<file path="config.mk">
export PLATFORM = sky130hd
export DESIGN_NAME = fraction_reducer
export DESIGN_NICKNAME = d
export VERILOG_FILES = /design/src/sv/frac_red_pkg.sv /design/src/sv/frac_red_sub.sv /design/src/sv/fraction_reducer.sv
export SDC_FILE = /design/constraint.sdc
export NUM_CORES = 1
export LEC_CHECK = 0
export BUFFER_PORTS_ARGS = -buffer_cell sky130_fd_sc_hd__buf_2
export CORE_UTILIZATION = 55
export DETAILED_ROUTE_END_ITERATION = 6
export HOLD_SLACK_MARGIN = 0.08
export PLACE_DENSITY = 0.84
export SLEW_MARGIN = 20
export SYNTH_ARGS = -nofsm -noshare
export SYNTH_HDL_FRONTEND = slang
export SYNTH_SLANG_ARGS = --single-unit
</file>
<file path="constraint.sdc">
create_clock -name clk -period 11.8 [get_ports clk]
set_input_delay 1.77 -clock clk [delete_from_list [all_inputs] [get_ports clk]]
set_output_delay 1.77 -clock clk [all_outputs]
set_load 0.02 [all_outputs]
</file>
<file path="src/sv/frac_red_pkg.sv">
// ----------------------------------------------------------------------------
// frac_red_pkg
// Shared types for the fraction reducer: sequencer state encoding.
// ----------------------------------------------------------------------------
package frac_red_pkg;

  typedef enum logic [2:0] {
    ST_IDLE,
    ST_GCD,
    ST_DIVN,
    ST_DIVD,
    ST_SIGN,
    ST_DONE
  } fr_state_t;

endpackage

</file>
<file path="src/sv/frac_red_sub.sv">
// ----------------------------------------------------------------------------
// frac_red_sub
// Shared subtract/compare unit: difference, borrow and equality of two
// unsigned operands.
// ----------------------------------------------------------------------------
module frac_red_sub #(
  parameter int DATA_WIDTH = 32
) (
  input  logic [DATA_WIDTH-1:0] op_a,
  input  logic [DATA_WIDTH-1:0] op_b,
  output logic [DATA_WIDTH-1:0] diff,
  output logic                  borrow,
  output logic                  equal
);

  logic [DATA_WIDTH:0] wide;

  assign wide   = {1'b0, op_a} - {1'b0, op_b};
  assign diff   = wide[DATA_WIDTH-1:0];
  assign borrow = wide[DATA_WIDTH];
  assign equal  = (wide == '0);

endmodule

</file>
<file path="src/sv/fraction_reducer.sv">
// ----------------------------------------------------------------------------
// fraction_reducer
// Brings a signed fraction to lowest terms by dividing both magnitudes by
// their greatest common divisor.
// ----------------------------------------------------------------------------
// One word (numerator_in, denominator_in) is taken at a clock edge where
// start is high and busy is low. The result appears on numerator_out and
// denominator_out for exactly one cycle with done high; the receiver must
// take it then, there is no way to hold it off. Each result keeps the sign
// of its own input, and the most negative input saturates to
// -(2^(DATA_WIDTH-1)-1). If either magnitude is 0 or 1 the values pass
// through as sign and magnitude. A pass-through goes from the load
// straight to the sign step. Otherwise the load is followed by the
// binary gcd (one shift, swap or subtract per cycle), a restoring
// division of the numerator and then of the denominator by the gcd,
// and the sign step. The gcd and the divisions share one subtractor.
// busy drops in the cycle that shows done, so the next word can be
// accepted alongside the result.
// ----------------------------------------------------------------------------
module fraction_reducer #(
  parameter int DATA_WIDTH = 32
) (
  input  logic                         clk,
  input  logic                         rst,
  input  logic                         start,
  output logic                         busy,
  input  logic signed [DATA_WIDTH-1:0] numerator_in,
  input  logic signed [DATA_WIDTH-1:0] denominator_in,
  output logic                         done,
  output logic signed [DATA_WIDTH-1:0] numerator_out,
  output logic signed [DATA_WIDTH-1:0] denominator_out
);

  import frac_red_pkg::*;

  localparam int KW = $clog2(DATA_WIDTH);
  localparam int CW = $clog2(DATA_WIDTH);
  localparam logic [DATA_WIDTH-1:0] MAG_MAX = {1'b0, {(DATA_WIDTH-1){1'b1}}};
  localparam logic [CW-1:0] CNT_LAST = CW'(DATA_WIDTH - 1);

  fr_state_t state, state_next;

  // operand registers
  logic [DATA_WIDTH-1:0] mag_n, mag_d;   // input magnitudes
  logic                  neg_n, neg_d;   // input signs
  logic [DATA_WIDTH-1:0] ga, gb;         // gcd working pair
  logic [KW-1:0]         k;              // common factors of two
  logic [DATA_WIDTH-1:0] g;              // gcd
  logic [DATA_WIDTH-1:0] q, r;           // divider dividend/quotient and remainder
  logic [CW-1:0]         cnt;            // division bit count
  logic [DATA_WIDTH-1:0] quo_n, quo_d;   // reduced magnitudes

  // input magnitudes with saturation of the most negative value
  logic [DATA_WIDTH-1:0] neg_in_n, neg_in_d, mag_in_n, mag_in_d;
  logic                  accept, bypass;

  assign neg_in_n = -numerator_in;
  assign neg_in_d = -denominator_in;
  assign mag_in_n = !numerator_in[DATA_WIDTH-1] ? numerator_in :
                    (neg_in_n[DATA_WIDTH-1] ? MAG_MAX : neg_in_n);
  assign mag_in_d = !denominator_in[DATA_WIDTH-1] ? denominator_in :
                    (neg_in_d[DATA_WIDTH-1] ? MAG_MAX : neg_in_d);

  assign accept = start && !busy;
  // 0 or 1 on either side: nothing to reduce
  assign bypass = (mag_in_n[DATA_WIDTH-1:1] == '0) || (mag_in_d[DATA_WIDTH-1:1] == '0);

  // shared subtractor: gcd compare/subtract or restoring division trial
  logic [DATA_WIDTH-1:0] r_shift, sub_a, sub_b, sub_diff, q_next;
  logic                  sub_borrow, sub_equal;

  assign r_shift = {r[DATA_WIDTH-2:0], q[DATA_WIDTH-1]};
  assign sub_a   = (state == ST_GCD) ? ga : r_shift;
  assign sub_b   = (state == ST_GCD) ? gb : g;
  assign q_next  = {q[DATA_WIDTH-2:0], !sub_borrow};

  frac_red_sub #(
    .DATA_WIDTH(DATA_WIDTH)
  ) u_sub (
    .op_a  (sub_a),
    .op_b  (sub_b),
    .diff  (sub_diff),
    .borrow(sub_borrow),
    .equal (sub_equal)
  );

  logic both_odd, gcd_end, cnt_last;

  assign both_odd = ga[0] && gb[0];
  assign gcd_end  = both_odd && sub_equal;
  assign cnt_last = (cnt == CNT_LAST);

  // sequencer: next state
  always_comb begin
    state_next = state;
    case (state)
      ST_IDLE, ST_DONE: begin
        if (accept) begin
          state_next = bypass ? ST_SIGN : ST_GCD;
        end else begin
          state_next = ST_IDLE;
        end
      end
      ST_GCD: begin
        if (gcd_end) begin
          state_next = ST_DIVN;
        end
      end
      ST_DIVN: begin
        if (cnt_last) begin
          state_next = ST_DIVD;
        end
      end
      ST_DIVD: begin
        if (cnt_last) begin
          state_next = ST_SIGN;
        end
      end
      ST_SIGN: state_next = ST_DONE;
      default: state_next = ST_IDLE;
    endcase
  end

  // sequencer: outputs
  always_comb begin
    busy = 1'b1;
    done = 1'b0;
    case (state)
      ST_IDLE: busy = 1'b0;
      ST_DONE: begin
        busy = 1'b0;
        done = 1'b1;
      end
      default: busy = 1'b1;
    endcase
  end

  always_ff @(posedge clk) begin
    if (rst) begin
      state <= ST_IDLE;
    end else begin
      state <= state_next;
    end
  end

  // datapath
  always_ff @(posedge clk) begin
    case (state)
      ST_IDLE, ST_DONE: begin
        if (accept) begin
          mag_n <= mag_in_n;
          mag_d <= mag_in_d;
          neg_n <= numerator_in[DATA_WIDTH-1];
          neg_d <= denominator_in[DATA_WIDTH-1];
          ga    <= mag_in_n;
          gb    <= mag_in_d;
          k     <= '0;
          quo_n <= mag_in_n;
          quo_d <= mag_in_d;
        end
      end
      ST_GCD: begin
        // binary gcd: one shift, swap or subtract per cycle
        if (!ga[0] && !gb[0]) begin
          ga <= ga >> 1;
          gb <= gb >> 1;
          k  <= k + 1'b1;
        end else if (!ga[0]) begin
          ga <= ga >> 1;
        end else if (!gb[0]) begin
          gb <= gb >> 1;
        end else if (sub_equal) begin
          g   <= ga << k;
          q   <= mag_n;
          r   <= '0;
          cnt <= '0;
        end else if (sub_borrow) begin
          ga <= gb;
          gb <= ga;
        end else begin
          ga <= sub_diff;
        end
      end
      ST_DIVN, ST_DIVD: begin
        if (cnt_last && (state == ST_DIVN)) begin
          // numerator done, load the denominator
          quo_n <= q_next;
          q     <= mag_d;
          r     <= '0;
          cnt   <= '0;
        end else begin
          r   <= sub_borrow ? r_shift : sub_diff;
          q   <= q_next;
          cnt <= cnt + 1'b1;
          if (cnt_last) begin
            quo_d <= q_next;
          end
        end
      end
      ST_SIGN: begin
        numerator_out   <= neg_n ? -quo_n : quo_n;
        denominator_out <= neg_d ? -quo_d : quo_d;
      end
      default: ;
    endcase
  end

endmodule

</file>
==> results of run 1 <==
sequential cells by signal, indices dropped and copies added, names as in the netlist:
signal           cells
numerator_out       32
state                3
mag_n               31
quo_d               32
r                   31
quo_n               32
cnt                  5
neg_d                1
mag_d               31
g                   32
k                    5
gb                  32
q                   32
neg_n                1
denominator_out     32
ga                  32
through the flow:
step | power, uW | setup WS, ns | cell area [sq um] | util | instances
after floorplan | 3540 | 1.45 | 22500 | - | 2334
after global placement | 4220 | 5.35 | 23500 | 0.587 | 2858
after detailed placement | 4270 | 5.17 | 23500 | 0.588 | 2858
after CTS | 5400 | 5.14 | 24600 | 0.616 | 2921
after global routing | 5730 | 4.57 | 24600 | 0.616 | 2922
final | 5490 | 5.03 | 24600 | 0.616 | 2922
cell families (layout without fill, tap and decap cells):
kind of cell | after synthesis | count (layout) | share of synthesized area
DFF | 364 | 364 | 0.484
AOI/OAI and AO/OA | 581 | 581 | 0.167
buffers and inverters | 214 | 276 | 0.0358
muxes | 103 | 103 | 0.0544
adders and majority gates | 41 | 41 | 0.0231
other | 0 | 1 | 0
xor gates and xnor gates | 116 | 116 | 0.0452
and+or+nand+nor | 915 | 915 | 0.190
layer usage:
| layer | part of all wire | track usage |
|---|---|---|
| met1 | 0.38 | 0.439 |
| met2 | 0.45 | 0.511 |
| met3 | 0.11 | 0.0619 |
| met4 | 0.058 | 0.174 |
| met5 | 0.00019 | 0 |
report_power, final:
| part | internal (uW) | switching (uW) | total, uW |
|---|---|---|---|
| registers | 1710 | 266 | 1970 |
| clock network | 646 | 495 | 1140 |
| logic | 838 | 1540 | 2370 |
cell usage in the layout, fill, tap and decap left out, types with 23 or more instances in the layout:
| master | netlist | routed |
|---|---|---|
| inv_1 | 53 | 52 |
| xor2_1 | 33 | 33 |
| a211oi_1 | 24 | 24 |
| o31ai_1 | 41 | 39 |
| a21boi_0 | 26 | 26 |
| o21ai_0 | 120 | 119 |
| or4_1 | 25 | 25 |
| xnor2_1 | 83 | 83 |
| a21oi_1 | 157 | 155 |
| o221ai_1 | 25 | 25 |
| buf_4 | 0 | 27 |
| nand3_1 | 29 | 29 |
| nor2_1 | 192 | 190 |
| edfxtp_1 | 361 | 361 |
| mux2i_1 | 83 | 83 |
| clkbuf_16 | 0 | 38 |
| nand3b_1 | 23 | 23 |
| nor3_1 | 34 | 34 |
| or3_1 | 26 | 26 |
| a31oi_1 | 63 | 62 |
| nand2_1 | 419 | 419 |
| buf_2 | 1 | 132 |
| ha_1 | 40 | 40 |
worst paths after layout:
check	endpoint	slack (ns)	from
max	q[0]$_DFFE_PP_	5.03	state[0]$_SDFFE_PP0P_
min	numerator_out[0]$_DFFE_PN_	0.56	quo_n[0]$_DFFE_PP_
max reg2reg	q[0]$_DFFE_PP_	5.03	state[0]$_SDFFE_PP0P_
min reg2reg	numerator_out[0]$_DFFE_PN_	0.56	quo_n[0]$_DFFE_PP_
area by class of cell:
type	count	area [sq um]
clock buffer	49	1010
antenna	1	2.50
clock inverter	14	123
tap	525	657
inverter	54	203
fill	3217	15400
multi-input combinational	1756	10900
sequential	364	10900
timing repair buffer	159	863
==> impl_metrics.toml, run 1 <==
[logic_synthesis]
syn_nets = 2442
ys_ff_latch = 364
avgSynthCellArea_sq_um = 9.64
seq_area_frac_synth = 0.484
synthCells = 2334
synth_edf_count = 361
synth_top_cell_by_area = "edfxtp_1"
synth_cell_types = 79
syn-cell-area_sq_mm = 0.0225
synthTopCellsByCount = "nand2_1 (419), edfxtp_1 (361), nor2_1 (192), a21oi_1 (157), clkbuf_1 (139)"
async_flop_share = 0
synth_area_leaders = "edfxtp_1 (48%), nand2_1 (7.0%), mux2i_1 (3.7%)"
synth_top_area_frac = 0.482
yosys_warnings = 0
synth-main-ff-cell = "edfxtp_1"
yosysMostFrequentCell = "nand2_1"

[sta]
fin_crit_ns = 6.77
period_share = 0.574
holdWs_ns = 0.559
rsz0062_at_grt = "no"
fin_skew_ns = 0.0152
slew_viol_final = 0
tns_ns = 0
hold_violations = 0
finalSetupViolCount = 0
slew_headroom = 0.211
fmax_ghz = 0.148
tightest_slew_ns = 1.17

[drt]
wirelength_um = 69400
dr_total_vias = 19600
initialDrtViolationCount = 2715
wire_per_inst_um = 23.8
drt-vias-per-instance = 6.71
dr.pass1.iters = 6
drcViolationCount = 0
postRouteAntennaNets = 0

[clock_network]
clkTransAtPathRegs_ns = 0.06
cts_sinks = 364
root_buffer = "clkbuf_16"
htreeDepth = 2
clock_path_buffers = 3
cts_resized = 0
ctsHoldBuffers = 0
cts_tree = "yes"
clk_latency_ns = 0.53
cts_made_buffers = 37
cts_setup_buffers = 0

[floorplan]
rows = 73
fp.dieW_um = 204
design.core.area_sq_mm = 0.0400
die-area_sq_mm = 0.0417
ioPinCount = 133
dieHeight_um = 204
initial_utilization = 0.562

[worst_setup_path]
cpMaxStageDelayCell = "buf_4"
worstPathCellList = "nand2b_1, nor2_4, buf_4, buf_4, nand2_1, nand2_1, ha_1, and4_1, and3_1, a221oi_2, nor4_2, o21ai_1, a21o_1, buf_4, or4_1, or4_1, o31ai_4, buf_4"
end_kind = "flip-flop"
crit_family = "simple AND/OR/NAND/NOR gates"
critPathLaunchType = "flip-flop"
ff2ff_path_depth = 18
crit_path_frequent_cell = "buf_4"
worstSetupPathType = "flip-flop to flip-flop"
arrival_ns = 6.94
cpPeakStageDelay_ns = 0.69
required_ns = 11.97
crit_buf_inv = 4
cp_max_fo = 70
crit_cells = 18

[grt]
grt_max_degree = 112
grt_pass1_wl_um = 105000
grt_overflow = 0
antenna_found_initial = 2
grt_pass1_vias = 18100
grtUsageTotal = 0.329

[cells_and_area]
synthToLayoutAreaGrowth_pct = 9.53
nets = 2480
drive_above_1_share = 0.115

[outcome]
status = "completed"

[power_and_ir_drop]
leakage_uw = 0.00901
ir_worst_vdd_v = 0.000113
power-per-cell-area_mw_per_mm2 = 223

[placement]
numPortBuffers = 132
dp_hpwl_um = 49800
finalWeightedCongestion = 1.01

[run]
maxCapViolations = 0

[min_path]
hold_depth = 0
hp-class = "flip-flop to flip-flop"
Power figures use the tool's default switching activity.
==> run 2: changes to the inputs <==
--- a/config.mk
+++ b/config.mk
@@ -5,6 +5,7 @@
 export SDC_FILE = /design/constraint.sdc
 export NUM_CORES = 1
 export LEC_CHECK = 0
+export ABC_AREA = 1
 export BUFFER_PORTS_ARGS = -buffer_cell sky130_fd_sc_hd__buf_2
 export CORE_UTILIZATION = 55
 export DETAILED_ROUTE_END_ITERATION = 6
==> constraint.sdc (replaced) <==
create_clock -name clk -period 6.7 [get_ports clk]
set_input_delay 1.005 -clock clk [delete_from_list [all_inputs] [get_ports clk]]
set_output_delay 1.005 -clock clk [all_outputs]
set_load 0.02 [all_outputs]
==> impl_metrics.toml, run 2 <==
[logic_synthesis]
ys_ff_latch = 364
avgSynthCellArea_sq_um = 7.86
synthTopCellsByCount = "nand2_1 (850), inv_1 (390), edfxtp_1 (361), o21ai_0 (277), nor2_1 (263)"
yosys_warnings = 0
synth_top_area_frac = 0.461
synth-main-ff-cell = "edfxtp_1"
seq_area_frac_synth = 0.464
syn_nets = 3097
syn-cell-area_sq_mm = 0.0235
yosysMostFrequentCell = "nand2_1"
synth_top_cell_by_area = "edfxtp_1"
synthCells = 2989
synth_area_leaders = "edfxtp_1 (46%), nand2_1 (14%), inv_1 (6.2%)"
synth_edf_count = 361
synth_cell_types = 55
async_flop_share = 0

[run]
maxCapViolations = 0

[drt]
dr_total_vias = 21700
initialDrtViolationCount = 3406
wirelength_um = 77000
drcViolationCount = 1
postRouteAntennaNets = 0
drt-vias-per-instance = 5.97
wire_per_inst_um = 21.2
dr.pass1.iters = 7

[clock_network]
ctsHoldBuffers = 0
cts_sinks = 364
htreeDepth = 2
cts_tree = "yes"
clk_latency_ns = 0.58
cts_setup_buffers = 0
cts_made_buffers = 38
clkTransAtPathRegs_ns = 0.07
clock_path_buffers = 3
root_buffer = "clkbuf_16"
cts_resized = 0

[grt]
grtUsageTotal = 0.350
grt_max_degree = 143
grt_pass1_vias = 20000
antenna_found_initial = 6
grt_pass1_wl_um = 115000
grt_overflow = 0

[worst_setup_path]
required_ns = 6.90
rr_endpoint = "r[23]$_SDFFCE_PP0P_"
worstPathCellList = "inv_1, nor2_1, inv_1, nor2_4, inv_2, buf_4, nor2_1, a21oi_1, ha_1, inv_1, fa_1, nand2_1, nand2_1, nand3_1, nand2_1, nand2_1, nand2_1, nand3_1, nand2_2, nand4_1, nand2_1, o211a_2, buf_4"
cpPeakStageDelay_ns = 0.52
crit_path_frequent_cell = "nand2_1"
end_kind = "flip-flop"
cpMaxStageDelayCell = "nand2_2"
worstSetupPathType = "flip-flop to flip-flop"
arrival_ns = 5.47
ff2ff_path_depth = 23
r2r_slack_ns = 1.43
cp_max_fo = 41
critPathCapture = "r[23]$_SDFFCE_PP0P_"
worstReg2RegStart = "state[0]$_SDFFE_PP0P_"
critPathLaunchType = "flip-flop"
timing.critical_path.from = "state[0]$_SDFFE_PP0P_"

[placement]
numPortBuffers = 132
dp_hpwl_um = 59500
finalWeightedCongestion = 1.03

[sta]
tightest_slew_ns = 1.27
holdWs_ns = 0.500
fmax_ghz = 0.190
period_share = 0.787
slew_headroom = 0.145
fin_skew_ns = 0.0311
hold_violations = 0
rsz0062_at_grt = "no"
finalSetupViolCount = 0
fin_crit_ns = 5.27
slew_viol_final = 0
tns_ns = 0

[floorplan]
dieHeight_um = 209
initial_utilization = 0.559
die-area_sq_mm = 0.0435
ioPinCount = 133
rows = 75
fp.dieW_um = 209
design.core.area_sq_mm = 0.0420

[cells_and_area]
layout_commonest_cell = "nand2_1"
nets = 3173
utilization = 0.613
multi_input_area_sq_mm = 0.0106
final_cell_mix = "nand2_1 (850), inv_1 (388), edfxtp_1 (361)"
synthToLayoutAreaGrowth_pct = 9.62
drive_above_1_share = 0.105
ff_latch_area_sq_mm = 0.0109
n_antenna_cell = 0
nFillCells = 3680

[power_and_ir_drop]
ir_worst_vdd_v = 0.000379
leakage_uw = 0.0113
power-per-cell-area_mw_per_mm2 = 570

[outcome]
status = "complete, but fails checks"
violations = "DRC"

[min_path]
hp-class = "flip-flop to flip-flop"
-- run 2: cell types whose count changed in the layout (fill, tap and decap cells not counted), sizes merged, moves of 40 or more --
cell,change
xnor2,-58
mux2i,-64
nand3,+167
a22oi,+40
inv,+348
nand2,+446
o21ai,+168
a21oi,-70
a31oi,-60
nor2,+106
-- run 2: where the power goes --
part	total (uW)	switching, uW	internal, uW
clock network	2070	934	1140
logic	8240	6010	2240
registers	4370	572	3800
total	14700	7510	7170
-- run 2: worst min-delay path by stage --
stage	start	to	slack (ns)	depth (start not counted)
after floorplan	quo_n[0]$_DFFE_PP_	numerator_out[0]$_DFFE_PN_	0.45	0
after CTS	quo_d[0]$_DFFE_PP_	denominator_out[0]$_DFFE_PN_	0.50	0
final	quo_d[0]$_DFFE_PP_	denominator_out[0]$_DFFE_PN_	0.50	0
after global placement	quo_d[0]$_DFFE_PP_	denominator_out[0]$_DFFE_PN_	0.47	0
after global routing	quo_d[0]$_DFFE_PP_	denominator_out[0]$_DFFE_PN_	0.51	0
after detailed placement	quo_d[0]$_DFFE_PP_	denominator_out[0]$_DFFE_PN_	0.48	0
-- run 2: through the flow --
step	instances	setup WS [ns]	total power, uW	area, sq um
2_1_floorplan	2989	0.723	9740	23500
3_3_place_gp	3564	1.77	12200	24600
3_5_place_dp	3564	1.64	12300	24600
4_1_cts	3631	1.59	14400	25800
5_1_grt	3631	1.07	15600	25800
6_report	3631	1.43	14700	25800
-- run 2: area by class of cell --
type,count,area share
flip-flops and latches,364,0.423
repair buffers,157,0.0334
clock inverters,22,0.00836
well taps,539,0.0262
inverters,404,0.0590
clock buffers,45,0.0379
multi-input cells,2100,0.412
-- run 2: logic make-up (layout without fill, tap and decap cells) --
kind of cell             count (synthesis)  in the layout  share of synthesized area
flip-flops                             364            364                      0.464
AND/OR/NAND/NOR                       1486           1486                      0.277
AO/OA/AOI/OAI                          478            478                      0.114
buffers and inverters                  525            628                     0.0862
multiplexers                            19             19                    0.00810
XOR/XNOR                                76             76                     0.0283
adder cells (fa/ha/maj)                 41             41                     0.0222
-- run 2: routing by layer --
| metal | track usage | part of all wire | up-vias | routed length (um) |
|---|---|---|---|---|
| met5 | 0 | 0.00017 | - | 13 |
| met4 | 0.133 | 0.037 | 2 | 2870 |
| met3 | 0.101 | 0.14 | 204 | 10700 |
| met2 | 0.523 | 0.43 | 1420 | 33000 |
| met1 | 0.483 | 0.40 | 9931 | 30500 |
| li1 | - | - | 10100 | - |
-- run 2: worst max-delay path, delay by kind of cell, from the launching register on --
| kind | cells | cell delay (ns) |
|---|---|---|
| buf+inv | 6 | 1.28 |
| flops | 1 | 0.43 |
| fa+ha+maj | 2 | 0.47 |
| compound gates | 2 | 0.32 |
| simple gates | 13 | 2.34 |
